`src/hw/rtl/vgae_pkg.sv`:
```
`default_nettype none

package vgae_pkg;

  // Fixed-point format
  localparam int FRAC_BITS  = 16;
  localparam int VAL_W      = 32;               // Q16.16 values and advantage
  localparam int RATIO_W    = 24;               // Q8.16 ratio and clip limits
  localparam int COEF_W     = FRAC_BITS + 1;    // gamma / lambda, 1.0 included

  // Configuration port
  localparam int CFG_IDX_W  = 2;
  localparam int CFG_DATA_W = RATIO_W;

  localparam logic [CFG_IDX_W-1:0] CFG_DISCOUNT    = 2'd0;
  localparam logic [CFG_IDX_W-1:0] CFG_TRACE_DECAY = 2'd1;
  localparam logic [CFG_IDX_W-1:0] CFG_RHO_LIMIT   = 2'd2;
  localparam logic [CFG_IDX_W-1:0] CFG_TRACE_LIMIT = 2'd3;

  localparam logic [COEF_W-1:0]  DISCOUNT_RST    = 17'd64881;
  localparam logic [COEF_W-1:0]  TRACE_DECAY_RST = 17'd62259;
  localparam logic [RATIO_W-1:0] RHO_LIMIT_RST   = 24'd65536;
  localparam logic [RATIO_W-1:0] TRACE_LIMIT_RST = 24'd65536;

  // Shared multiplier: signed A x signed B, rounded back to FRAC_BITS
  localparam int MUL_A_W   = 36;                // inner TD term needs 35 bits
  localparam int MUL_B_W   = 27;                // gamma*lambda*c needs 26 bits
  localparam int PROD_W    = MUL_A_W + MUL_B_W;
  localparam int MUL_RES_W = PROD_W - FRAC_BITS;
  localparam int GL_W      = 2 * COEF_W - FRAC_BITS;   // gamma*lambda
  localparam int SUM_W     = MUL_RES_W + 1;

  localparam logic signed [VAL_W-1:0] ADV_MAX = 32'sh7fff_ffff;
  localparam logic signed [VAL_W-1:0] ADV_MIN = 32'sh8000_0000;

  typedef enum logic [2:0] {
    ST_IDLE,
    ST_MUL_GV,
    ST_MUL_GL,
    ST_MUL_DELTA,
    ST_MUL_GLC,
    ST_MUL_TRACE,
    ST_FINISH
  } seq_state_t;

  typedef enum logic [2:0] {
    SEL_GV,      // gamma * value_next
    SEL_GL,      // gamma * lambda
    SEL_DELTA,   // rho * inner
    SEL_GLC,     // (gamma*lambda) * c
    SEL_TRACE    // (gamma*lambda*c) * previous trace
  } mul_sel_t;

  typedef struct packed {
    logic     idle;
    mul_sel_t op_sel;
    logic     mul_en;
    logic     cap_inner;
    logic     cap_gl;
    logic     cap_delta;
    logic     load_out;
  } ctrl_t;

endpackage

`default_nettype wire

```
`src/hw/rtl/vgae_in_if.sv`:
```
`default_nettype none

interface vgae_in_if;
  logic                                 valid;
  logic                                 ready;
  logic signed [vgae_pkg::VAL_W-1:0]    value_now;
  logic signed [vgae_pkg::VAL_W-1:0]    value_next;
  logic signed [vgae_pkg::VAL_W-1:0]    reward_next;
  logic                                 terminated_next;
  logic                                 truncated;
  logic        [vgae_pkg::RATIO_W-1:0]  importance_ratio;
  logic                                 row_start;

  modport source (
    output valid, value_now, value_next, reward_next, terminated_next,
           truncated, importance_ratio, row_start,
    input  ready
  );

  modport sink (
    input  valid, value_now, value_next, reward_next, terminated_next,
           truncated, importance_ratio, row_start,
    output ready
  );
endinterface

`default_nettype wire

```
`src/hw/rtl/vgae_out_if.sv`:
```
`default_nettype none

interface vgae_out_if;
  logic                              valid;
  logic                              ready;
  logic signed [vgae_pkg::VAL_W-1:0] advantage;

  modport source (output valid, advantage, input ready);
  modport sink   (input valid, advantage, output ready);
endinterface

`default_nettype wire

```
`src/hw/rtl/vgae_mul.sv`:
```
`default_nettype none

// Shared signed multiplier, round to nearest (ties up), registered result.
// The result register only loads while mul_en is high.
module vgae_mul (
  input  wire                                       clk,
  input  wire                                       mul_en,
  input  wire logic signed [vgae_pkg::MUL_A_W-1:0]  mul_a,
  input  wire logic signed [vgae_pkg::MUL_B_W-1:0]  mul_b,
  output logic signed [vgae_pkg::MUL_RES_W-1:0]     prod_r
);

  localparam int PW = vgae_pkg::PROD_W;
  localparam int FB = vgae_pkg::FRAC_BITS;

  localparam logic signed [PW-1:0] ROUND_HALF =
    {{(PW-FB){1'b0}}, 1'b1, {(FB-1){1'b0}}};

  logic signed [PW-1:0] prod;
  logic signed [PW-1:0] prod_rnd;

  assign prod     = mul_a * mul_b;
  assign prod_rnd = prod + ROUND_HALF;

  // upper bits = floor of the shift, for either sign
  always_ff @(posedge clk) begin
    if (mul_en) begin
      prod_r <= prod_rnd[PW-1:FB];
    end
  end

endmodule

`default_nettype wire

```
`src/hw/rtl/vgae_seq.sv`:
```
`default_nettype none

// Step sequencer: issues the five multiplies in order (none for a truncated step), then loads the result.
module vgae_seq (
  input  wire                   clk,
  input  wire                   rst_n,
  input  wire                   in_fire,
  input  wire                   in_trunc,
  input  wire                   out_free,
  output vgae_pkg::ctrl_t       ctrl
);

  vgae_pkg::seq_state_t state_r;
  vgae_pkg::seq_state_t state_nxt;

  always_ff @(posedge clk) begin
    if (!rst_n) begin
      state_r <= vgae_pkg::ST_IDLE;
    end else begin
      state_r <= state_nxt;
    end
  end

  always_comb begin
    state_nxt      = state_r;
    ctrl.idle      = 1'b0;
    ctrl.op_sel    = vgae_pkg::SEL_GV;
    ctrl.mul_en    = 1'b0;
    ctrl.cap_inner = 1'b0;
    ctrl.cap_gl    = 1'b0;
    ctrl.cap_delta = 1'b0;
    ctrl.load_out  = 1'b0;
    unique case (state_r)
      vgae_pkg::ST_IDLE: begin
        ctrl.idle = 1'b1;
        if (in_fire) begin
          state_nxt = in_trunc ? vgae_pkg::ST_FINISH : vgae_pkg::ST_MUL_GV;
        end
      end
      vgae_pkg::ST_MUL_GV: begin
        ctrl.op_sel = vgae_pkg::SEL_GV;
        ctrl.mul_en = 1'b1;
        state_nxt   = vgae_pkg::ST_MUL_GL;
      end
      vgae_pkg::ST_MUL_GL: begin
        ctrl.op_sel    = vgae_pkg::SEL_GL;
        ctrl.mul_en    = 1'b1;
        ctrl.cap_inner = 1'b1;
        state_nxt      = vgae_pkg::ST_MUL_DELTA;
      end
      vgae_pkg::ST_MUL_DELTA: begin
        ctrl.op_sel = vgae_pkg::SEL_DELTA;
        ctrl.mul_en = 1'b1;
        ctrl.cap_gl = 1'b1;
        state_nxt   = vgae_pkg::ST_MUL_GLC;
      end
      vgae_pkg::ST_MUL_GLC: begin
        ctrl.op_sel    = vgae_pkg::SEL_GLC;
        ctrl.mul_en    = 1'b1;
        ctrl.cap_delta = 1'b1;
        state_nxt      = vgae_pkg::ST_MUL_TRACE;
      end
      vgae_pkg::ST_MUL_TRACE: begin
        ctrl.op_sel = vgae_pkg::SEL_TRACE;
        ctrl.mul_en = 1'b1;
        state_nxt   = vgae_pkg::ST_FINISH;
      end
      vgae_pkg::ST_FINISH: begin
        if (out_free) begin
          ctrl.load_out = 1'b1;
          state_nxt     = vgae_pkg::ST_IDLE;
        end
      end
      default: begin
        state_nxt = vgae_pkg::ST_IDLE;
      end
    endcase
  end

endmodule

`default_nettype wire

```
`src/hw/rtl/vtrace_gae_advantage_unit.sv`:
```
`default_nettype none

// Channel     Dir  Handshake      Payload
// in_item     in   valid/ready    value_now, value_next, reward_next,
//                                 terminated_next, truncated,
//                                 importance_ratio, row_start
// out_result  out  valid/ready    advantage (Q16.16, saturated)
// cfg_*       in   cfg_wr_en      cfg_index, cfg_wdata (no read-back)
//
// A normal step runs through one idle/accept state, five passes through the
// single shared 36x27 multiplier (gamma*v_next, gamma*lambda, rho*inner,
// gl*c, glc*trace) and a finish state that sums, saturates and loads the
// output register; a truncated step goes from idle straight to finish. A
// new step is accepted only in idle, as the multiplies form one chain.
// The output register lets the next step be accepted while the previous
// advantage is still waiting; a stall on out_result only holds the finish
// cycle. Reset (sync, active low) restores the register defaults and zeroes
// the running trace.

module vtrace_gae_advantage_unit (
  input  wire                                    clk,
  input  wire                                    rst_n,
  input  wire                                    cfg_wr_en,
  input  wire logic [vgae_pkg::CFG_IDX_W-1:0]    cfg_index,
  input  wire logic [vgae_pkg::CFG_DATA_W-1:0]   cfg_wdata,
  vgae_in_if.sink                                in_item,
  vgae_out_if.source                             out_result
);

  localparam int VW  = vgae_pkg::VAL_W;
  localparam int AW  = vgae_pkg::MUL_A_W;
  localparam int BW  = vgae_pkg::MUL_B_W;
  localparam int RW  = vgae_pkg::MUL_RES_W;
  localparam int SW  = vgae_pkg::SUM_W;
  localparam int CW  = vgae_pkg::COEF_W;
  localparam int QW  = vgae_pkg::RATIO_W;
  localparam int GLW = vgae_pkg::GL_W;

  // Configuration registers
  logic [CW-1:0] discount_r;
  logic [CW-1:0] trace_decay_r;
  logic [QW-1:0] rho_limit_r;
  logic [QW-1:0] trace_limit_r;

  always_ff @(posedge clk) begin
    if (!rst_n) begin
      discount_r    <= vgae_pkg::DISCOUNT_RST;
      trace_decay_r <= vgae_pkg::TRACE_DECAY_RST;
      rho_limit_r   <= vgae_pkg::RHO_LIMIT_RST;
      trace_limit_r <= vgae_pkg::TRACE_LIMIT_RST;
    end else if (cfg_wr_en) begin
      unique case (cfg_index)
        vgae_pkg::CFG_DISCOUNT:    discount_r    <= cfg_wdata[CW-1:0];
        vgae_pkg::CFG_TRACE_DECAY: trace_decay_r <= cfg_wdata[CW-1:0];
        vgae_pkg::CFG_RHO_LIMIT:   rho_limit_r   <= cfg_wdata[QW-1:0];
        vgae_pkg::CFG_TRACE_LIMIT: trace_limit_r <= cfg_wdata[QW-1:0];
        default: ;
      endcase
    end
  end

  // Sequencer
  vgae_pkg::ctrl_t ctrl;
  logic            in_fire;
  logic            out_valid_r;
  logic            out_free;

  assign in_fire       = in_item.valid && ctrl.idle;
  assign in_item.ready = ctrl.idle;
  assign out_free      = !out_valid_r || out_result.ready;

  vgae_seq u_seq (
    .clk      (clk),
    .rst_n    (rst_n),
    .in_fire  (in_fire),
    .in_trunc (in_item.truncated),
    .out_free (out_free),
    .ctrl     (ctrl)
  );

  // Step operands, captured on the input transaction
  logic signed [VW-1:0] vnow_r;
  logic signed [VW-1:0] vnext_r;
  logic signed [VW-1:0] rnext_r;
  logic                 term_r;
  logic                 trunc_r;
  logic                 start_r;
  logic        [QW-1:0] rho_r;
  logic        [QW-1:0] c_r;

  always_ff @(posedge clk) begin
    if (in_fire) begin
      vnow_r  <= in_item.value_now;
      vnext_r <= in_item.value_next;
      rnext_r <= in_item.reward_next;
      term_r  <= in_item.terminated_next;
      trunc_r <= in_item.truncated;
      start_r <= in_item.row_start;
      // ratio clipped once for the TD error and once for the trace
      rho_r   <= (in_item.importance_ratio < rho_limit_r) ?
                 in_item.importance_ratio : rho_limit_r;
      c_r     <= (in_item.importance_ratio < trace_limit_r) ?
                 in_item.importance_ratio : trace_limit_r;
    end
  end

  // Shared multiplier and its operand select
  logic signed [AW-1:0] mul_a;
  logic signed [BW-1:0] mul_b;
  logic signed [RW-1:0] prod_r;
  logic signed [AW-1:0] inner_r;
  logic        [GLW-1:0] gl_r;
  logic signed [RW-1:0] delta_r;
  logic signed [VW-1:0] trace_r;
  logic signed [VW-1:0] prev_trace;

  // row start: the recurrence sees zero before this step
  assign prev_trace = start_r ? '0 : trace_r;

  always_comb begin
    mul_a = '0;
    mul_b = '0;
    case (ctrl.op_sel)
      vgae_pkg::SEL_GV: begin
        mul_a = AW'(vnext_r);
        mul_b = BW'({1'b0, discount_r});
      end
      vgae_pkg::SEL_GL: begin
        mul_a = AW'({1'b0, discount_r});
        mul_b = BW'({1'b0, trace_decay_r});
      end
      vgae_pkg::SEL_DELTA: begin
        mul_a = inner_r;
        mul_b = BW'({1'b0, rho_r});
      end
      vgae_pkg::SEL_GLC: begin
        mul_a = AW'({1'b0, gl_r});
        mul_b = BW'({1'b0, c_r});
      end
      vgae_pkg::SEL_TRACE: begin
        mul_a = AW'(prev_trace);
        mul_b = prod_r[BW-1:0];   // gamma*lambda*c, below 2^26
      end
      default: ;
    endcase
  end

  // product held outside the multiply states, so a stalled finish cycle
  // still sees the trace term
  vgae_mul u_mul (
    .clk    (clk),
    .mul_en (ctrl.mul_en),
    .mul_a  (mul_a),
    .mul_b  (mul_b),
    .prod_r (prod_r)
  );

  // Intermediate captures; a terminal next step drops gamma*v_next
  logic signed [AW-1:0] gv_term;
  assign gv_term = term_r ? '0 : prod_r[AW-1:0];

  always_ff @(posedge clk) begin
    if (ctrl.cap_inner) begin
      inner_r <= AW'(rnext_r) - AW'(vnow_r) + gv_term;
    end
    if (ctrl.cap_gl) begin
      gl_r <= prod_r[GLW-1:0];
    end
    if (ctrl.cap_delta) begin
      delta_r <= prod_r;
    end
  end

  // Final sum and saturation; trace term also dropped on a terminal step
  logic signed [SW-1:0] sum_w;
  logic signed [VW-1:0] sat_w;
  logic signed [VW-1:0] adv_nxt;
  logic signed [VW-1:0] out_adv_r;

  assign sum_w = SW'(delta_r) + (term_r ? '0 : SW'(prod_r));

  always_comb begin
    if (sum_w > SW'(vgae_pkg::ADV_MAX)) begin
      sat_w = vgae_pkg::ADV_MAX;
    end else if (sum_w < SW'(vgae_pkg::ADV_MIN)) begin
      sat_w = vgae_pkg::ADV_MIN;
    end else begin
      sat_w = sum_w[VW-1:0];
    end
  end

  // truncated step: zero advantage, recurrence cleared
  assign adv_nxt = trunc_r ? '0 : sat_w;

  always_ff @(posedge clk) begin
    if (!rst_n) begin
      trace_r     <= '0;
      out_valid_r <= 1'b0;
    end else if (ctrl.load_out) begin
      trace_r     <= adv_nxt;
      out_valid_r <= 1'b1;
    end else if (out_result.ready) begin
      out_valid_r <= 1'b0;
    end
  end

  always_ff @(posedge clk) begin
    if (ctrl.load_out) begin
      out_adv_r <= adv_nxt;
    end
  end

  assign out_result.valid     = out_valid_r;
  assign out_result.advantage = out_adv_r;

`ifndef ASSERT_OFF
  // A full step reaches the trace multiply right after the four earlier multiplies, with no stall between
  a_step_timing: assert property (@(posedge clk) disable iff (!rst_n)
    in_fire && !in_item.truncated |-> ##5 (!ctrl.idle &&
      ctrl.op_sel == vgae_pkg::SEL_TRACE))
    else $error("trace multiply not issued on schedule");

  // Truncated step yields zero and clears the recurrence
  a_trunc_zero: assert property (@(posedge clk) disable iff (!rst_n)
    ctrl.load_out && trunc_r |=> (out_adv_r == '0 && trace_r == '0))
    else $error("truncated step not zeroed");

  // Stored trace always matches the advantage just delivered
  a_trace_matches: assert property (@(posedge clk) disable iff (!rst_n)
    ctrl.load_out |=> (out_valid_r && trace_r == out_adv_r))
    else $error("running trace differs from output");

  // Row start feeds a zero previous trace into the multiplier
  a_row_start: assert property (@(posedge clk) disable iff (!rst_n)
    !ctrl.idle && ctrl.op_sel == vgae_pkg::SEL_TRACE && start_r |-> mul_a == '0)
    else $error("row start did not clear recurrence input");
`endif

endmodule

`default_nettype wire

```
`src/flat_wrapper.sv`:
```
// flat-port wrapper written by rule: the top's interface ports become plain ports
module vtrace_gae_advantage_unit_flat 
  (clk, rst_n, cfg_wr_en, cfg_index, cfg_wdata, in_item_valid, in_item_value_now, in_item_value_next, in_item_reward_next, in_item_terminated_next, in_item_truncated, in_item_importance_ratio, in_item_row_start, in_item_ready, out_result_valid, out_result_advantage, out_result_ready);
  vgae_in_if in_item_i ();
  vgae_out_if out_result_i ();
  input  wire clk;
  input  wire rst_n;
  input  wire cfg_wr_en;
  input  wire logic [vgae_pkg::CFG_IDX_W-1:0] cfg_index;
  input  wire logic [vgae_pkg::CFG_DATA_W-1:0] cfg_wdata;
  input wire logic [$bits(in_item_i.valid)-1:0] in_item_valid;
  input wire logic [$bits(in_item_i.value_now)-1:0] in_item_value_now;
  input wire logic [$bits(in_item_i.value_next)-1:0] in_item_value_next;
  input wire logic [$bits(in_item_i.reward_next)-1:0] in_item_reward_next;
  input wire logic [$bits(in_item_i.terminated_next)-1:0] in_item_terminated_next;
  input wire logic [$bits(in_item_i.truncated)-1:0] in_item_truncated;
  input wire logic [$bits(in_item_i.importance_ratio)-1:0] in_item_importance_ratio;
  input wire logic [$bits(in_item_i.row_start)-1:0] in_item_row_start;
  output wire logic [$bits(in_item_i.ready)-1:0] in_item_ready;
  output wire logic [$bits(out_result_i.valid)-1:0] out_result_valid;
  output wire logic [$bits(out_result_i.advantage)-1:0] out_result_advantage;
  input wire logic [$bits(out_result_i.ready)-1:0] out_result_ready;
  assign in_item_i.valid = in_item_valid;
  assign in_item_i.value_now = in_item_value_now;
  assign in_item_i.value_next = in_item_value_next;
  assign in_item_i.reward_next = in_item_reward_next;
  assign in_item_i.terminated_next = in_item_terminated_next;
  assign in_item_i.truncated = in_item_truncated;
  assign in_item_i.importance_ratio = in_item_importance_ratio;
  assign in_item_i.row_start = in_item_row_start;
  assign in_item_ready = in_item_i.ready;
  assign out_result_valid = out_result_i.valid;
  assign out_result_advantage = out_result_i.advantage;
  assign out_result_i.ready = out_result_ready;
  vtrace_gae_advantage_unit u_core (.clk(clk), .rst_n(rst_n), .cfg_wr_en(cfg_wr_en), .cfg_index(cfg_index), .cfg_wdata(cfg_wdata), .in_item(in_item_i), .out_result(out_result_i));
endmodule
```
`config.mk`:
```
export PLATFORM = sky130hd
export DESIGN_NAME = vtrace_gae_advantage_unit_flat
export DESIGN_NICKNAME = d
export VERILOG_FILES = /design/src/hw/rtl/vgae_pkg.sv /design/src/hw/rtl/vgae_in_if.sv /design/src/hw/rtl/vgae_out_if.sv /design/src/hw/rtl/vgae_mul.sv /design/src/hw/rtl/vgae_seq.sv /design/src/hw/rtl/vtrace_gae_advantage_unit.sv /design/src/flat_wrapper.sv
export SDC_FILE = /design/constraint.sdc
export NUM_CORES = 2
export LEC_CHECK = 0
export ABC_AREA = 1
export BUFFER_PORTS_ARGS = -buffer_cell sky130_fd_sc_hd__buf_2
export CAP_MARGIN = 20
export CORE_MARGIN = 4
export CORE_UTILIZATION = 50
export CTS_CLUSTER_SIZE = 28
export DETAILED_ROUTE_END_ITERATION = 8
export PLACE_DENSITY = 0.62
export SYNTH_ARGS = -nofsm -noshare
export SYNTH_HDL_FRONTEND = slang
export SYNTH_SLANG_ARGS = --single-unit
```
`constraint.sdc`:
```
create_clock -name clk -period 14 [get_ports clk]
set_input_delay 0.7 -clock clk [delete_from_list [all_inputs] [get_ports clk]]
set_output_delay 0.7 -clock clk [all_outputs]
set_load 0.01 [all_outputs]
```
# Word-level counts from Yosys, hierarchy flattened
# Index checks and enable logic that the tools add are counted.
[word_totals]
latch_bits = 0
register_bits = 445
mem_bits_ro = 0
inputBits = 154
n_memories = 0
mem_bits_rw = 0
output_inout_bits = 34
wordCells = 79
[op_classes]
bitwise = 0
div = 0
muxes = 23
order_cmp = 4
n_eq_ne = 15
n_shift = 0
n_reduce_logical = 12
mul = 1
addsub = 4
[op_table]
columns = ["op", "n"]
rows = [
  ["36-bit one-hot mux with 5 select lines", 1],
  ["27-bit one-hot mux with 5 select lines", 1],
  ["32-bit 2-to-1 mux", 4],
  ["63-bit by 17-bit adder with 63-bit output, second input constant", 1],
  ["36-bit by 27-bit multiplier with 63-bit output", 1],
  ["48-bit adder", 1],
  ["48-bit by 32-bit > comparator with 1-bit output, second input constant", 1],
  ["24-bit < comparator", 2],
  ["48-bit by 32-bit < comparator with 1-bit output, second input constant", 1],
  ["24-bit 2-to-1 mux", 2],
  ["48-bit 2-to-1 mux", 1],
  ["36-bit adder", 1],
  ["36-bit 2-to-1 mux", 1],
  ["32-bit by 32-bit subtractor with 33-bit output", 1],
  ["3-bit one-hot mux with 7 select lines", 1],
  ["4-bit one-hot mux with 5 select lines", 1],
  ["3-bit by 2-bit equality test with 1-bit output, second input constant", 4],
  ["3-bit equality test, second input constant", 4],
  ["2-bit AND reduction", 5],
  ["3-bit 2-to-1 mux", 3],
  ["1-bit 2-to-1 mux", 8],
  ["3-bit by 1-bit equality test with 1-bit output, second input constant", 2],
  ["3-bit logical NOT", 2],
  ["2-bit equality test, second input constant", 2],
  ["other kinds (7)", 8],
]

# Longest topological paths before layout
[depth]
word_depth = 6
depth_mapped = 40
ltp_nobuf = 39

# Hierarchy
# From an unflattened synthesis, not the netlist that was laid out.
[unflattened]
hier_cells = 7589
area_unflattened_um2 = 61057.3
[by_module_without_submodules]
columns = ["module", "seq_area_each_um2", "area_per_inst_um2", "cells_each", "n_inst"]
rows = [
  ["vgae_mul", 1411.4, 37043.0, 4717, 1],
  ["vtrace_gae_advantage_unit", 10710.3, 23759.0, 2830, 1],
  ["vgae_seq", 60.1, 255.2, 42, 1],
]

# Worst setup path before layout
# OpenSTA, ideal clock, no wires.
[synth_path]
path_kind = "flip-flop to flip-flop"
startpoint = "register u_core.u_seq.state_r[2]"
endpoint = "register u_core.u_mul.prod_r[41] (netlist name), data pin"
required_ps = 13740
setup_slack_ps = 5487
synth_period_minus_slack_ps = 8513
n_path_buf = 1
arrival_time_ps = 8254
path_stages_with_launch = 29
setup_ps = 260
path_cell_list = "dfxtp_1 inv_2 nand3_1 inv_2 clkbuf_1 a221oi_1 o21ai_1 inv_1 nor2_1 fa_1 fa_1 fa_1 ha_1 inv_1 fa_1 inv_1 fa_1 inv_1 fa_1 inv_1 ha_1 nand2_1 o21a_1 inv_1 a21oi_1 nor2_1 a2111oi_0 nand2_1 xor2_1"
[synth_via]
elab_chain_cells = 6
elab_cells_between_ends = 15
classes_between = "add/sub: 1; mul: 1; eq/ne: 9; mux: 3; reduce/logical: 1"
[synth_rtl]
columns = ["item", "line", "text"]
rows = [
  ["start, declared", "vgae_seq.sv:13", "vgae_pkg::seq_state_t state_r;"],
  ["start signal, assigned", "vgae_seq.sv:18", "state_r <= vgae_pkg::ST_IDLE;"],
  ["start signal, assigned", "vgae_seq.sv:20", "state_r <= state_nxt;"],
  ["3-bit equality test, or another cell as far along", "vgae_seq.sv:33", "unique case (state_r)"],
  ["4-bit one-hot mux with 5 select lines (*)", "vgae_seq.sv:33", ""],
  ["3-bit equality test, or another cell as far along", "vtrace_gae_advantage_unit.sv:123", "case (ctrl.op_sel)"],
  ["36-bit one-hot mux with 5 select lines / 27-bit one-hot mux with 5 select lines (equally long branches)", "vtrace_gae_advantage_unit.sv:123", ""],
  ["36-bit by 27-bit multiplier with 63-bit output (*)", "vgae_mul.sv:22", "assign prod = mul_a * mul_b;"],
  ["63-bit by 17-bit adder with 63-bit output (*)", "vgae_mul.sv:23", "assign prod_rnd = prod + ROUND_HALF;"],
  ["net u_core.u_mul.prod_rnd[57]", "vgae_mul.sv:20", "logic signed [PW-1:0] prod_rnd;"],
  ["end signal, assigned", "vgae_mul.sv:28", "prod_r <= prod_rnd[PW-1:FB];"],
  ["end, declared", "vgae_mul.sv:10", "output logic signed [vgae_pkg::MUL_RES_W-1:0] prod_r"],
]
# The timed path passes the listed nets; every way through them passes the cells marked *.
# A chain may end at the register's enable or synchronous reset.

# Final worst setup path
# Ends and elaborated chain as after synthesis.

==> impl_metrics.toml <==
[cts]
cts_max_path_buffers = 3
ctsResizeCount = 0
cts_tree = "yes"
cts_root_buf = "clkbuf_16"
cts-htree-levels = 2
ctsHoldBuffers = 0
numCtsBuffers = 43
cts_sinks = 445
cts_setup_buffers = 0
clk_pin_slew_worst_paths_ns = 0.08
clk_latency_ns = 0.59

[drt]
drc = 0
antenna_left = 0
viasPerCell = 5.41
wirelength_um = 202000
wl_per_cell_um = 22.4
drt_iter0_markers = 4366
num_vias = 48700
first_pass_iters = 6

[finish]
drive_above_1_share = 0.0648
syn2layout_area_growth_pct = 7.37
n_fill_cell = 11300
layout_commonest_cell = "inv_1"
finalInstanceArea_sq_um = 64100
final_cell_mix = "inv_1, nand2_1, fa_1, nor2_1, ha_1"
nets = 8839

[place]
postPlaceCellArea_sq_um = 62600
finalWeightedCongestion = 1.00
portBuffers = 187
place_hpwl_um = 168000

[timing]
hold_viol = 0
fmax_mhz = 96.2
rsz0062_at_grt = "no"
period_share = 0.743
relSlewSlack = 0.256
finalSetupViolations = 0
final.min_clock_period_ns = 10.40
tightest_slew_ns = 1.11
fin_skew_ns = 0.0205
setup_tns_ns = 0
slew_violations = 0

[die]
core-area_sq_um = 118000
die_area_sq_um = 125000
io_pins = 188
row_count = 126
die-width_um = 354
initial_utilization = 0.505
chipHeight_um = 354

[synth]
synth.distinct_cells = 57
ys_ff_latch = 445
synthCells = 7278
synthesis.nets = 8749
synth_area_sq_um = 59700
avgSynthCellArea_sq_um = 8.21
synth_warnings = 0
synth_edf_count = 327
synth-main-ff-cell = "edfxtp_1"
synthArstFlopShare = 0
seq_area_frac_synth = 0.204

[grt]
antenna_found_initial = 5
grt_max_degree = 77
grt_use_total = 0.323
overflow = 0
grt_pass1_wl_um = 304000
grt_pass1_vias = 48800

[worst_setup_path]
worstPathMaxFanout = 31
startpoint_type = "flip-flop"
critical_path.max_stage_delay_ns = 0.80
worstPathRequired_ns = 14.33
cp_slowest_cell = "inv_2"
r2r_slack_ns = 3.60
crit_type = "flip-flop to flip-flop"
cp_data_arrival_time_ns = 10.72
critical_path.endpoint_type = "flip-flop"

[outcome]
outcome = "completed"

[job]
maxCapViolCount = 0

[hold_path]
hold_path_class = "primary input to flip-flop"
## critical path, delay by kind of cell, from the launching register on
family / cells / cell delay [ns]
flops: 1 / 0.39
compound gates: 5 / 1.53
simple gates: 5 / 1.31
xor+xnor: 1 / 0.17
buf+inv: 9 / 2.21
fa+ha+maj: 8 / 4.46
## synth_stat cells, drive strengths merged, types with 97 or more instances
cell type     n  area [sq um]
o21ai       317          1640
nor2        582          2250
edfxtp      327          9820
ha          328          4100
fa          989         19800
nand3       104           541
xor2         97           857
inv        1903          7140
nand2      1637          6200
dfxtp       118          2360
a21oi       337          1800
clkbuf      180           686
## state kept, by name, summed over array words and instances, names as in the netlist, 32 cells and up
| register | count |
|---|---|
| u_core.delta_r | 47 |
| u_core.u_mul.prod_r | 47 |
| u_core.inner_r | 36 |
| u_core.out_result.advantage | 32 |
| u_core.rnext_r | 32 |
| u_core.trace_r | 32 |
| u_core.vnext_r | 32 |
| u_core.vnow_r | 32 |
## per-stage QoR
stage	worst slack (ns)	utilization	std cells	hold WS (ns)
after detailed placement	3.73	0.529	8921	0.448
after floorplan	5.49	-	7278	0.426
after global routing	2.96	0.542	9004	0.264
after CTS	3.72	0.541	9001	0.260
after global placement	3.93	0.528	8919	0.429
final	3.60	0.542	9004	0.282
## final cells by class
class / instances / area [sq um] / share of cell area
repair buffers: 270 / 1600 / 0.0250
clock buffers: 61 / 1280 / 0.0199
flip-flops and latches: 445 / 12200 / 0.190
well taps: 1600 / 2000 / 0.0312
multi-input cells: 4684 / 39600 / 0.618
diodes: 1 / 2.50 / 0.0000390
clock inverters: 19 / 213 / 0.00332
inverters: 1924 / 7220 / 0.113
## final timing paths
| kind | startpoint | endpoint | cells past startpoint |
|---|---|---|---|
| worst min register to register | u_core.trace_decay_r[7] | u_core.trace_decay_r[7] | 2 |
| worst max-delay path | u_core.u_seq.state_r[2] | u_core.u_mul.prod_r[41] | 28 |
| worst min-delay path | in_item_reward_next[2] | u_core.rnext_r[2] | 1 |
| worst max register to register | u_core.u_seq.state_r[2] | u_core.u_mul.prod_r[41] | 28 |
## kinds of logic after synthesis
kind of cell | count (synthesis) | synth area share
simple gates | 2414 | 0.160
flops | 445 | 0.204
compound gates | 808 | 0.0776
xor+xnor | 145 | 0.0214
buf+inv | 2149 | 0.137
fa+ha+maj | 1317 | 0.400
## layer usage
metal  up-vias  routed length (um)  GRT usage
met4         0                5820     0.0778
met5         -                   0          0
met3       295               18200     0.0589
met2      2030               91200      0.507
met1     24500               86300      0.466
li1      21900                   -          -
Power is left out: the tool's default activity adds up to more than one toggle a clock period on the data nets, which glitch-free logic cannot reach.
